===== src/rtl/complex_arithmetic_unit_macros.svh =====
// ---------------------------------------------------------------------------
// Complex arithmetic unit: assertion macros
// Shared property wrappers for the clocked checks in the RTL.
// ---------------------------------------------------------------------------
`ifndef COMPLEX_ARITHMETIC_UNIT_MACROS_SVH
`define COMPLEX_ARITHMETIC_UNIT_MACROS_SVH

// same-cycle implication
`define CAU_ASSERT_NOW(lbl, clk, rst_n, ante, cons, msg) \
    lbl: assert property (@(posedge clk) disable iff (!rst_n) (ante) |-> (cons)) \
        else $error(msg);

// next-cycle implication
`define CAU_ASSERT_NEXT(lbl, clk, rst_n, ante, cons, msg) \
    lbl: assert property (@(posedge clk) disable iff (!rst_n) (ante) |=> (cons)) \
        else $error(msg);

`endif


===== src/rtl/cau_pkg.sv =====
// ---------------------------------------------------------------------------
// Complex arithmetic unit package
// Widths, command codes, pipeline word types and the saturation function.
// ---------------------------------------------------------------------------
package cau_pkg;

    localparam int WORD_BITS     = 32;
    localparam int FRACTION_BITS = 16;
    localparam int PROD_W        = 2 * WORD_BITS;
    localparam int SUM_W         = PROD_W + 1;
    localparam int MAG_W         = PROD_W;
    localparam int QB            = WORD_BITS + 1;
    localparam int PRE_SH        = QB - FRACTION_BITS;
    localparam int CMD_W         = 2;

    localparam logic [CMD_W-1:0] CMD_ADD = 2'd0;
    localparam logic [CMD_W-1:0] CMD_SUB = 2'd1;
    localparam logic [CMD_W-1:0] CMD_MUL = 2'd2;
    localparam logic [CMD_W-1:0] CMD_DIV = 2'd3;

    localparam logic [MAG_W-1:0] POS_LIM = (MAG_W'(1) << (WORD_BITS - 1)) - MAG_W'(1);

    typedef struct packed {
        logic [CMD_W-1:0]            cmd;
        logic signed [WORD_BITS-1:0] a_real;
        logic signed [WORD_BITS-1:0] a_imag;
        logic signed [WORD_BITS-1:0] b_real;
        logic signed [WORD_BITS-1:0] b_imag;
    } t_op;

    typedef struct packed {
        logic                        is_div;
        logic                        dz;
        logic                        ovf;
        logic signed [WORD_BITS-1:0] re;
        logic signed [WORD_BITS-1:0] im;
        logic [MAG_W-1:0]            den;
        logic                        re_neg;
        logic                        im_neg;
        logic                        re_sat;
        logic                        im_sat;
        logic [MAG_W-1:0]            re_rem;
        logic [MAG_W-1:0]            im_rem;
        logic [QB-1:0]               re_nq;
        logic [QB-1:0]               im_nq;
    } t_lane;

    typedef struct packed {
        logic [WORD_BITS-1:0] val;
        logic                 ovf;
    } t_fin;

    function automatic t_fin f_finish(input logic neg, input logic [MAG_W-1:0] mag);
        t_fin             r;
        logic [MAG_W-1:0] lim;
        logic [MAG_W-1:0] m;
        lim   = neg ? POS_LIM + MAG_W'(1) : POS_LIM;
        r.ovf = (mag > lim);
        m     = r.ovf ? lim : mag;
        r.val = WORD_BITS'(neg ? (MAG_W'(0) - m) : m);
        return r;
    endfunction

endpackage


===== src/rtl/cau_div_cell.sv =====
// ---------------------------------------------------------------------------
// Complex arithmetic unit: divider cell
// One restoring quotient bit for the real and imaginary lanes per cell.
// ---------------------------------------------------------------------------
module cau_div_cell
    import cau_pkg::*;
(
    input  logic  i_clk,
    input  logic  i_rst_n,
    input  logic  i_en,
    input  logic  i_valid,
    input  t_lane i_lane,
    output logic  o_valid,
    output t_lane o_lane
);

    logic  r_valid;
    t_lane r_lane;
    t_lane n_lane;
    logic [MAG_W:0] re_sh;
    logic [MAG_W:0] im_sh;
    logic           re_ge;
    logic           im_ge;

    always_comb begin
        n_lane = i_lane;
        re_sh  = {i_lane.re_rem, i_lane.re_nq[QB-1]};
        im_sh  = {i_lane.im_rem, i_lane.im_nq[QB-1]};
        re_ge  = (re_sh >= {1'b0, i_lane.den});
        im_ge  = (im_sh >= {1'b0, i_lane.den});
        n_lane.re_rem = MAG_W'(re_ge ? re_sh - {1'b0, i_lane.den} : re_sh);
        n_lane.im_rem = MAG_W'(im_ge ? im_sh - {1'b0, i_lane.den} : im_sh);
        n_lane.re_nq  = {i_lane.re_nq[QB-2:0], re_ge};
        n_lane.im_nq  = {i_lane.im_nq[QB-2:0], im_ge};
    end

    always_ff @(posedge i_clk) begin
        if (!i_rst_n) begin
            r_valid <= 1'b0;
        end else if (i_en) begin
            r_valid <= i_valid;
        end
    end

    always_ff @(posedge i_clk) begin
        if (i_en) begin
            r_lane <= n_lane;
        end
    end

    assign o_valid = r_valid;
    assign o_lane  = r_lane;

endmodule


===== config.mk =====
export PLATFORM = sky130hd
export DESIGN_NAME = cau_div_cell
export DESIGN_NICKNAME = d
export VERILOG_FILES = /design/src/rtl/complex_arithmetic_unit_macros.svh /design/src/rtl/cau_pkg.sv /design/src/rtl/cau_div_cell.sv
export SDC_FILE = /design/constraint.sdc
export NUM_CORES = 1
export LEC_CHECK = 0
export BUFFER_PORTS_ARGS = -buffer_cell sky130_fd_sc_hd__buf_2
export CAP_MARGIN = 20
export CELL_PAD_IN_SITES_DETAIL_PLACEMENT = 1
export CELL_PAD_IN_SITES_GLOBAL_PLACEMENT = 1
export CORE_AREA = 2 2 257 259
export DETAILED_ROUTE_END_ITERATION = 12
export DIE_AREA = 0 0 259 261
export HOLD_SLACK_MARGIN = 0.02
export PLACE_DENSITY_LB_ADDON = 0.1
export SLEW_MARGIN = 20
export SYNTH_ARGS = -nofsm -noshare
export SYNTH_HDL_FRONTEND = slang
export SYNTH_SLANG_ARGS = --single-unit

===== constraint.sdc =====
create_clock -name i_clk -period 5.8 [get_ports i_clk]
set_clock_uncertainty 0.15 [all_clocks]
set_input_delay 0.29 -clock i_clk [delete_from_list [all_inputs] [get_ports i_clk]]
set_output_delay 0.29 -clock i_clk [all_outputs]
set_load 0.01 [all_outputs]

==> flow_summary_export.csv, run 1 <==
group,metric,value,unit
outcome,status,"finished clean",
logic_synthesis,syn_area,18900,um^2
floorplanning,ios,663,
route,drtIter0Drc,755,
logic_synthesis,synthMuxAreaShare,0.00741,
setup_path,rr_worst_depth,3,
setup_path,reg2reg_slack,4.50,ns
clock_tree,clock_sinks,330,
setup_path,cpMaxStageDelayCell,"o41ai_2",
final_layout,fill_cells,7381,
final_layout,syn2layout_area_growth,47.0,%
power_and_ir_drop,ir_drop,0.000178,V
placement,dp_hpwl,66700,um
route,drt-pass1-iter-count,5,
min_path,hp-class,"in -> reg",
setup_path,arrival,5.57,ns
setup_path,cp_max_fo,33,
logic_synthesis,synth_seq_cells,330,
power_and_ir_drop,p_total,7.74,mW
grt,gr-usage-all-layers,0.248,
logic_synthesis,ys.flop_type,"edfxtp_1",
logic_synthesis,syn_area_per_cell,10.7,um^2
placement,io_buffers,662,
clock_tree,htreeDepth,2,
timing,fin_setup_tns,0,ns
setup_path,critPathKind,"in -> reg",
power_and_ir_drop,swShare,0.308,
power_and_ir_drop,power.internal,5.35,mW
logic_synthesis,yosysSeqAreaShare,0.523,
logic_synthesis,synth_top_area_cell,"edfxtp_1",
clock_tree,clkSlewWorstSetupHoldPaths,0.06,ns
setup_path,required,5.97,ns
clock_tree,cts_resized,0,
run,drv_cap,0,
route,viasPerCell,4.90,
logic_synthesis,yosysWarnings,0,
grt,grt_max_degree,156,
setup_path,path_cells,"dlygate4sd3_1 -> buf_2 -> inv_1 -> ha_1 -> nand4_1 -> or4_1 -> o41ai_2 -> o211ai_1 -> buf_4 -> a21oi_1 -> o21ai_1 -> o21a_2 -> clkinv_2 -> buf_12 -> mux2_2",
floorplanning,die_w,259,um
timing,max_slew.worst_pin.slew,1.20,ns
grt,grt_antenna_before_repair,5,
timing,period_minus_slack,5.40,ns
placement,place_congestion,0.893,
timing,fmax,185,MHz
power_and_ir_drop,power.share.sequential,0.393,
logic_synthesis,synthTopCellsByArea,"edfxtp_1, ha_1, a21oi_1, a21o_1, nor2_1",
route,drc,0,
power_and_ir_drop,p_leak,12.2,nW
logic_synthesis,async_flop_share,0,
timing,hold_viol,0,
setup_path,crit_path_end,"o_lane[151]",
setup_path,worstSetupStartpoint,"i_lane[217]",
setup_path,startpoint_type,"primary input",
timing,post-route-period-util,0.932,
power_and_ir_drop,clockPowerShare,0.340,
floorplanning,die_area,67600,um^2
power_and_ir_drop,cellPowerDensity,278,nW/um^2
timing,rsz0062_at_grt,"no",
logic_synthesis,synth_top_area_frac,0.522,
floorplanning,coreArea,65000,um^2
setup_path,r2r_start,"o_valid",
logic_synthesis,synth_fp_nets,2233,
timing,setup_violations,0,
floorplanning,rows,94,
setup_path,end_kind,"register",
route,drtAntennaViolNets,0,
clock_tree,root_buffer,"clkbuf_16",
logic_synthesis,synth_edf_count,329,
route,wl_per_cell,23.6,um
final_layout,final_common_cell,"buf_2",
final_layout,layout_common_cells,"buf_2, edfxtp_1, dlygate4sd3_1, a21oi_1, nor2_1",
power_and_ir_drop,comb_power_share,0.267,
final_layout,layout-drive-gt1-share,0.275,
logic_synthesis,synth_compound_area_frac,0.181,
logic_synthesis,synth-simple-area-share,0.112,
clock_tree,cts_buffers,42,
clock_tree,clock_latency,0.56,ns
grt,grt_pass1_wl,126000,um
grt,grt_pass1_vias,19327,
grt,grt.overflow.total,0,
logic_synthesis,synth-xor-area-share,0.0532,
logic_synthesis,synth_cells,1770,
logic_synthesis,synth_top_family_by_area,"compound AO/OA/AOI/OAI gates",
floorplanning,start_util,0.291,
route,num_vias,17865,
power_and_ir_drop,p_switching,2.38,mW
clock_tree,tritoncts,"done",
timing,relSlewSlack,0.202,
logic_synthesis,synthAdderAreaFrac,0.0867,
setup_path,worst_path_largest_cell_delay,0.78,ns
logic_synthesis,ys_types,73,
setup_path,r2r-end,"o_valid",
floorplanning,chipHeight,261,um
clock_tree,cts_buffer_depth,3,
route,drt_wl_total,86100,um
timing,drv_slew,0,
final_layout,nets,3213,
cell families after synthesis:
kind of cell	Yosys count
fa+ha+maj	130
flops	330
mux	13
compound gates	563
buf+inv	166
simple gates	453
xor+xnor	115
power groups by stage:
stage | Clock, mW | Sequential (mW) | Combinational, mW
global placement | 0 | 3.08 | 1.87
global route | 2.79 | 3.06 | 2.26
detailed placement | 0 | 3.08 | 1.88
finish | 2.63 | 3.04 | 2.07
CTS | 2.69 | 3.04 | 2.08
floorplan | 0 | 3.22 | 0.877
registers in the layout, indices dropped and copies added, names as in the netlist:
| register | count |
|---|---|
| o_lane | 329 |
| o_valid | 1 |
synthesized netlist by cell type (5+ instances only):
master / instances
nand4_1: 33
o211ai_1: 10
a21o_1: 83
clkbuf_1: 53
and3_1: 17
o2111ai_1: 5
or3_1: 9
a31oi_1: 21
o21ai_0: 102
buf_6: 6
nand3_1: 22
ha_1: 128
nand2b_1: 16
nor2b_1: 12
o21bai_1: 18
edfxtp_1: 329
a21boi_0: 11
xor2_1: 56
mux2i_1: 5
a211oi_1: 9
nor4_1: 6
and2_1: 12
o21a_1: 14
o21ai_1: 5
buf_2: 12
nor3_1: 14
mux2_2: 8
nand2_1: 128
inv_1: 88
o31ai_1: 8
a21oi_1: 237
nor2_1: 159
or2_2: 5
xnor2_1: 59
routing by layer:
metal | global-route usage | wire [um]
met1 | 0.301 | 35500
met2 | 0.446 | 43300
met3 | 0.0438 | 4520
met4 | 0.0814 | 2880
met5 | 0 | 0
cell type report:
class                   instances  area, um^2  share of cell area
flip-flops and latches        330        9900               0.356
clock inverters                18         213             0.00765
inverters                      90         340              0.0122
multi-input cells            1274        8330               0.300
diodes                          3        7.51            0.000270
repair buffers               1012        6810               0.245
well taps                     864        1080              0.0389
clock buffers                  57        1130              0.0406
per-stage QoR:
step                instances  area, um^2  worst slack [ns]  hold slack, ns   util
floorplan                1770       18900              2.34           0.239      -
global placement         3242       23200             0.463           0.317  0.356
detailed placement       3242       23200             0.387           0.318  0.356
CTS                      3645       27800             0.452          0.0312  0.427
global route             3647       27800             0.249          0.0527  0.428
finish                   3648       27800             0.395          0.0614  0.428
what timing repair did:
action | CTS | global route
setup buffers | 0 | 0
endpoints found under the hold margin | 348 | 0
hold buffers | 328 | 0
worst min-delay path by stage:
stage / to / from / depth (start not counted)
3_3_place_gp: o_lane[292] / i_lane[292] / 1
3_5_place_dp: o_lane[17] / i_lane[16] / 1
4_1_cts: o_lane[122] / i_lane[121] / 3
6_report: o_lane[122] / i_lane[121] / 3
2_1_floorplan: o_lane[10] / i_lane[9] / 0
5_1_grt: o_lane[113] / i_lane[112] / 3
worst max-delay path: cells and delay by family:
kind	cells	cell delay (ns)
AO/OA/AOI/OAI	5	1.97
buffers and inverters	6	1.41
AND/OR/NAND/NOR	2	0.99
adder cells (fa/ha/maj)	1	0.49
multiplexers	1	0.36
Note: power is estimated with default switching activity, not from simulation.
==> run 2: changes to the inputs <==
- CORE_AREA: 2 2 257 259 -> 2 2 259 261
- DIE_AREA: 0 0 259 261 -> 0 0 261 263
- REMOVE_ABC_BUFFERS: default -> 1
- clock period: 5.8 -> 5.5 ns (I/O delays scaled with it)
==> run 2 against run 1 <==
  * Cell area is 0.36% higher
  * Clock power is 8.4% higher
  * Cell count is 0.25% higher
  * Via count is 0.54% higher
  * Utilization is 0.23 points lower
  * Register-to-register slack worse by 0.29 ns
==> flow_summary_export.csv, run 2 (synthesis results as in run 1) <==
group,metric,value,unit
setup_path,cp_common_cell,"a21oi_1",
setup_path,critPathKind,"in -> reg",
floorplanning,die_w,261,um
final_layout,nets,3218,
setup_path,cpMaxStageDelayCell,"or4_1",
route,drtAntennaViolNets,0,
power_and_ir_drop,p_switching,2.53,mW
final_layout,layout-drive-gt1-share,0.277,
clock_tree,cts_setup_buffers,0,
final_layout,layout_common_cells,"buf_2, dlygate4sd3_1, edfxtp_1, a21oi_1, nor2_1",
timing,rsz0062_at_grt,"no",
timing,drv_slew,0,
timing,fin_ws,0.493,ns
placement,io_buffers,662,
floorplanning,rows,94,
timing,fmax,200,MHz
grt,grt_antenna_before_repair,9,
setup_path,worst_path_largest_cell_delay,0.59,ns
timing,fin_setup_tns,0,ns
clock_tree,clock_latency,0.57,ns
clock_tree,htreeDepth,2,
timing,period_minus_slack,5.01,ns
clock_tree,cts_buffer_depth,3,
floorplanning,start_util,0.288,
placement,dp.cells,3246,
floorplanning,coreArea,65600,um^2
timing,hold_viol,0,
outcome,status,"finished clean",
timing,relSlewSlack,0.347,
setup_path,startpoint_type,"primary input",
final_layout,final_common_cell,"buf_2",
grt,grt.overflow.total,0,
timing,setup_violations,0,
power_and_ir_drop,ir_drop,0.000198,V
min_path,hp-class,"in -> reg",
final_layout,instances_no_fill,3657,
placement,place_congestion,0.882,
timing,post-route-period-util,0.910,
floorplanning,die_area,68600,um^2
final_layout,ff_latch_area,9900,um^2
placement,dp_slack,0.302,ns
power_and_ir_drop,comb_power_share,0.265,
final_layout,fill_cells,7454,
floorplanning,chipHeight,263,um
route,drtIter0Drc,949,
floorplanning,ios,663,
power_and_ir_drop,p_leak,12.2,nW
grt,gr-usage-all-layers,0.247,
placement,dp_hpwl,68400,um
route,drt_wl_total,87200,um
run,drv_cap,0,
power_and_ir_drop,clockPowerShare,0.345,
clock_tree,cts_buffers,42,
setup_path,cp_max_fo,47,
timing,fin_hold_ws,0.0785,ns
timing,max_slew.worst_pin.slew,0.979,ns
grt,grt_max_degree,107,
setup_path,end_kind,"register",
power_and_ir_drop,cellPowerDensity,295,nW/um^2
final_layout,multi_input_area,8340,um^2
power_and_ir_drop,power.internal,5.72,mW
final_layout,largest_register_ffs,329,
power_and_ir_drop,swShare,0.307,
clock_tree,clock_sinks,330,
route,drc,0,
route,num_vias,17962,
clock_tree,root_buffer,"clkbuf_16",
power_and_ir_drop,power.share.sequential,0.389,
setup_path,required,5.74,ns
route,wl_per_cell,23.9,um
grt,grt_pass1_vias,19201,
clock_tree,tritoncts,"done",
clock_tree,clkSlewWorstSetupHoldPaths,0.06,ns
route,drt-pass1-iter-count,5,
final_layout,syn2layout_area_growth,47.5,%
route,viasPerCell,4.91,
setup_path,arrival,5.25,ns
setup_path,path_cells,"dlygate4sd3_1 -> buf_2 -> inv_1 -> ha_1 -> and3_1 -> nand2_1 -> or4_1 -> o41ai_4 -> o211ai_1 -> a21oi_1 -> o21ai_1 -> o21a_2 -> inv_4 -> buf_4 -> nor2_1 -> a21oi_1",
grt,grt_pass1_wl,127000,um
==> run 2: area by class of cell <==
| cell class | instances | area share |
|---|---|---|
| Clock inverter | 19 | 0.0100 |
| Antenna cell | 9 | 0.000807 |
| Multi-Input combinational cell | 1274 | 0.299 |
| Sequential cell | 330 | 0.355 |
| Inverter | 90 | 0.0122 |
| Timing Repair Buffer | 1017 | 0.245 |
| Tap cell | 864 | 0.0387 |
| Clock buffer | 54 | 0.0393 |
==> run 2: worst max-delay path: cells and delay by family <==
kind	cells	cell delay (ns)
fa+ha+maj	1	0.42
simple gates	4	0.99
compound gates	6	1.93
buf+inv	5	1.59
==> run 2: stage by stage <==
stage | util | instance area [um^2] | power, mW
2_1_floorplan | - | 18600 | 4.30
3_3_place_gp | 0.354 | 23200 | 5.23
3_5_place_dp | 0.354 | 23200 | 5.24
4_1_cts | 0.425 | 27900 | 8.33
5_1_grt | 0.425 | 27900 | 8.62
6_report | 0.425 | 27900 | 8.25
==> run 2: power by group through the flow <==
stage	Sequential [mW]	Clock, mW	Combinational, mW
global placement	3.26	0	1.97
floorplan	3.39	0	0.906
global route	3.23	3.00	2.39
detailed placement	3.26	0	1.99
CTS	3.21	2.92	2.20
finish	3.21	2.85	2.19
==> run 2: final timing paths <==
check                            startpoint          end  slack [ns]  cells after the start
worst max-delay path            i_lane[215]  o_lane[185]        0.49                     16
worst min-delay path                   i_en  o_lane[243]        0.08                      1
worst max register to register      o_valid      o_valid        4.21                      3
worst min register to register      o_valid      o_valid        0.90                      3
==> run 2: repair_timing <==
action / CTS / global route
hold buffers: 329 / 0
hold endpoints to repair: 328 / 0
endpoints found under the setup margin: 0 / 4
gates resized for setup: 0 / 1
==> run 2: layer usage <==
layer / vias up / track usage / share of wire
li1: 8540 / - / -
met1: 8788 / 0.288 / 0.40
met2: 522 / 0.445 / 0.51
met3: 112 / 0.0509 / 0.060
met4: 0 / 0.0875 / 0.035
met5: - / 0 / 0
==> run 3: changes to the inputs <==
- BUFFER_PORTS_ARGS: -buffer_cell sky130_fd_sc_hd__buf_2 -> default
- CORE_AREA: 2 2 259 261 -> 2 2 262 264
- DIE_AREA: 0 0 261 263 -> 0 0 264 266
- DONT_BUFFER_PORTS: default -> 1
==> run 3 against run 2 <==
  * The flow now finishes with violations (negative hold slack, max-slew violations)
  * Wire length is 2.9% lower
  * Via count is 14% lower
  * Non-clock buffer count is 663 lower
  * First-iteration DRC count fell by 7.4%
  * Cell area down 12%
  * Sequential power is 8.4% higher
  * Count of clock-buffer cells in the layout down 2
  * Total power is 3.9% lower
  * Die area grew 2.3%
  * Worst setup slack improved by 0.47 ns
  * Clock power grew 2%
==> flow_summary_export.csv, run 3 (synthesis results as in run 1) <==
group,metric,value,unit
grt,grt_pass1_vias,16630,
grt,grt_antenna_before_repair,5,
clock_tree,clock_sinks,330,
final_layout,instances_no_fill,3010,
timing,fin_setup_tns,0,ns
clock_tree,ctsHoldBuffers,329,
power_and_ir_drop,swShare,0.303,
setup_path,startpoint_type,"primary input",
grt,grt_max_degree,331,
final_layout,nets,2555,
setup_path,path_cells,"dlygate4sd3_1 -> ha_1 -> fa_1 -> nor2b_1 -> o2111ai_1 -> nand2_1 -> a31oi_1 -> o32ai_1 -> buf_4 -> a211oi_1 -> o21ai_0 -> a31oi_1 -> o21ai_0 -> xor2_1 -> mux2_2",
outcome,status,"finished with violations",
grt,gr-usage-all-layers,0.233,
setup_path,cpMaxStageDelayCell,"dlygate4sd3_1",
power_and_ir_drop,ir_drop,0.000175,V
clock_tree,htreeDepth,2,
setup_path,arrival,4.70,ns
timing,period_minus_slack,4.54,ns
route,drt-pass1-iter-count,5,
route,drtAntennaViolNets,0,
power_and_ir_drop,comb_power_share,0.194,
timing,fmax,220,MHz
setup_path,path_buf_inv,2,
timing,max_slew.worst_pin.slew,1.96,ns
power_and_ir_drop,p_leak,9.64,nW
power_and_ir_drop,p_total,7.92,mW
floorplanning,start_util,0.279,
setup_path,worst_path_largest_cell_delay,0.63,ns
timing,drv_slew,142,
clock_tree,root_buffer,"clkbuf_16",
floorplanning,chipHeight,266,um
timing,fin_hold_ws,-0.286,ns
outcome,violations,"negative hold slack, max-slew violations",
placement,io_buffers,0,
final_layout,fin_util,0.364,
clock_tree,clkSlewWorstSetupHoldPaths,0.06,ns
timing,post-route-period-util,0.825,
route,wl_per_cell,28.1,um
timing,relSlewSlack,-0.307,
placement,dp_hpwl,63800,um
route,drt_wl_total,84700,um
min_path,hp-class,"in -> reg",
final_layout,largest_register_ffs,329,
final_layout,syn2layout_area_growth,30.2,%
clock_tree,cts_buffer_depth,3,
setup_path,cp_max_fo,3,
final_layout,layout_common_cells,"dlygate4sd3_1, edfxtp_1, a21oi_1, nor2_1",
power_and_ir_drop,p_switching,2.40,mW
route,drtIter0Drc,879,
final_layout,fill_cells,7474,
clock_tree,clock_latency,0.57,ns
clock_tree,tritoncts,"done",
clock_tree,cts_buffers,42,
floorplanning,coreArea,67700,um^2
grt,grt.overflow.total,0,
run,drv_cap,0,
power_and_ir_drop,power.internal,5.53,mW
timing,hold_viol,22,
power_and_ir_drop,cellPowerDensity,321,nW/um^2
setup_path,required,5.66,ns
power_and_ir_drop,power.share.sequential,0.440,
placement,dp.cells,2601,
setup_path,critPathKind,"in -> reg",
route,num_vias,15490,
route,viasPerCell,5.15,
clock_tree,cts_resized,0,
grt,grt_pass1_wl,120000,um
floorplanning,die_w,264,um
route,drc,0,
power_and_ir_drop,clockPowerShare,0.366,
floorplanning,ios,663,
floorplanning,rows,96,
setup_path,end_kind,"register",
timing,rsz0062_at_grt,"no",
placement,place_congestion,0.851,
timing,setup_violations,0,
clock_tree,cts_setup_buffers,0,
setup_path,cp_top_family,"compound AO/OA/AOI/OAI gates",
final_layout,layout-drive-gt1-share,0.0542,
floorplanning,die_area,70200,um^2
-- run 3: final timing paths --
| kind | from | cells past startpoint | slack, ns | to |
|---|---|---|---|---|
| hold / removal | i_en | 0 | -0.29 | o_lane[243] |
| hold reg to reg | o_valid | 3 | 0.99 | o_valid |
| setup / recovery | i_lane[198] | 15 | 0.96 | o_lane[190] |
| setup reg to reg | o_valid | 3 | 4.11 | o_valid |
-- run 3: layer usage --
metal	vias up	wire length [um]	global-route usage
met2	483	43400	0.423
met4	0	1900	0.0591
met5	-	0	0
met1	7708	34300	0.277
met3	79	5080	0.0529
li1	7220	-	-
-- run 3: power groups by stage --
stage | combinational, mW | clock, mW | sequential (mW)
after floorplan | 0.906 | 0 | 3.39
after global placement | 1.31 | 0 | 3.54
after detailed placement | 1.32 | 0 | 3.53
after CTS | 1.54 | 2.98 | 3.49
after global routing | 1.70 | 3.07 | 3.49
final | 1.54 | 2.90 | 3.48
-- run 3: stage by stage --
step,instance area [um^2],setup WS [ns]
finish,24600,0.961
floorplan,18600,0.387
detailed placement,19900,0.886
global route,24600,0.726
CTS,24600,0.893
global placement,19900,0.937
-- run 3: cell type report --
class / count / area (um^2) / share of cell area
Tap cell: 882 / 1100 / 0.0448
Inverter: 90 / 342 / 0.0139
Clock inverter: 23 / 309 / 0.0125
Clock buffer: 52 / 1110 / 0.0450
Multi-Input combinational cell: 1274 / 8340 / 0.338
Sequential cell: 330 / 9900 / 0.402
Timing Repair Buffer: 354 / 3530 / 0.143
Antenna cell: 5 / 12.5 / 0.000508
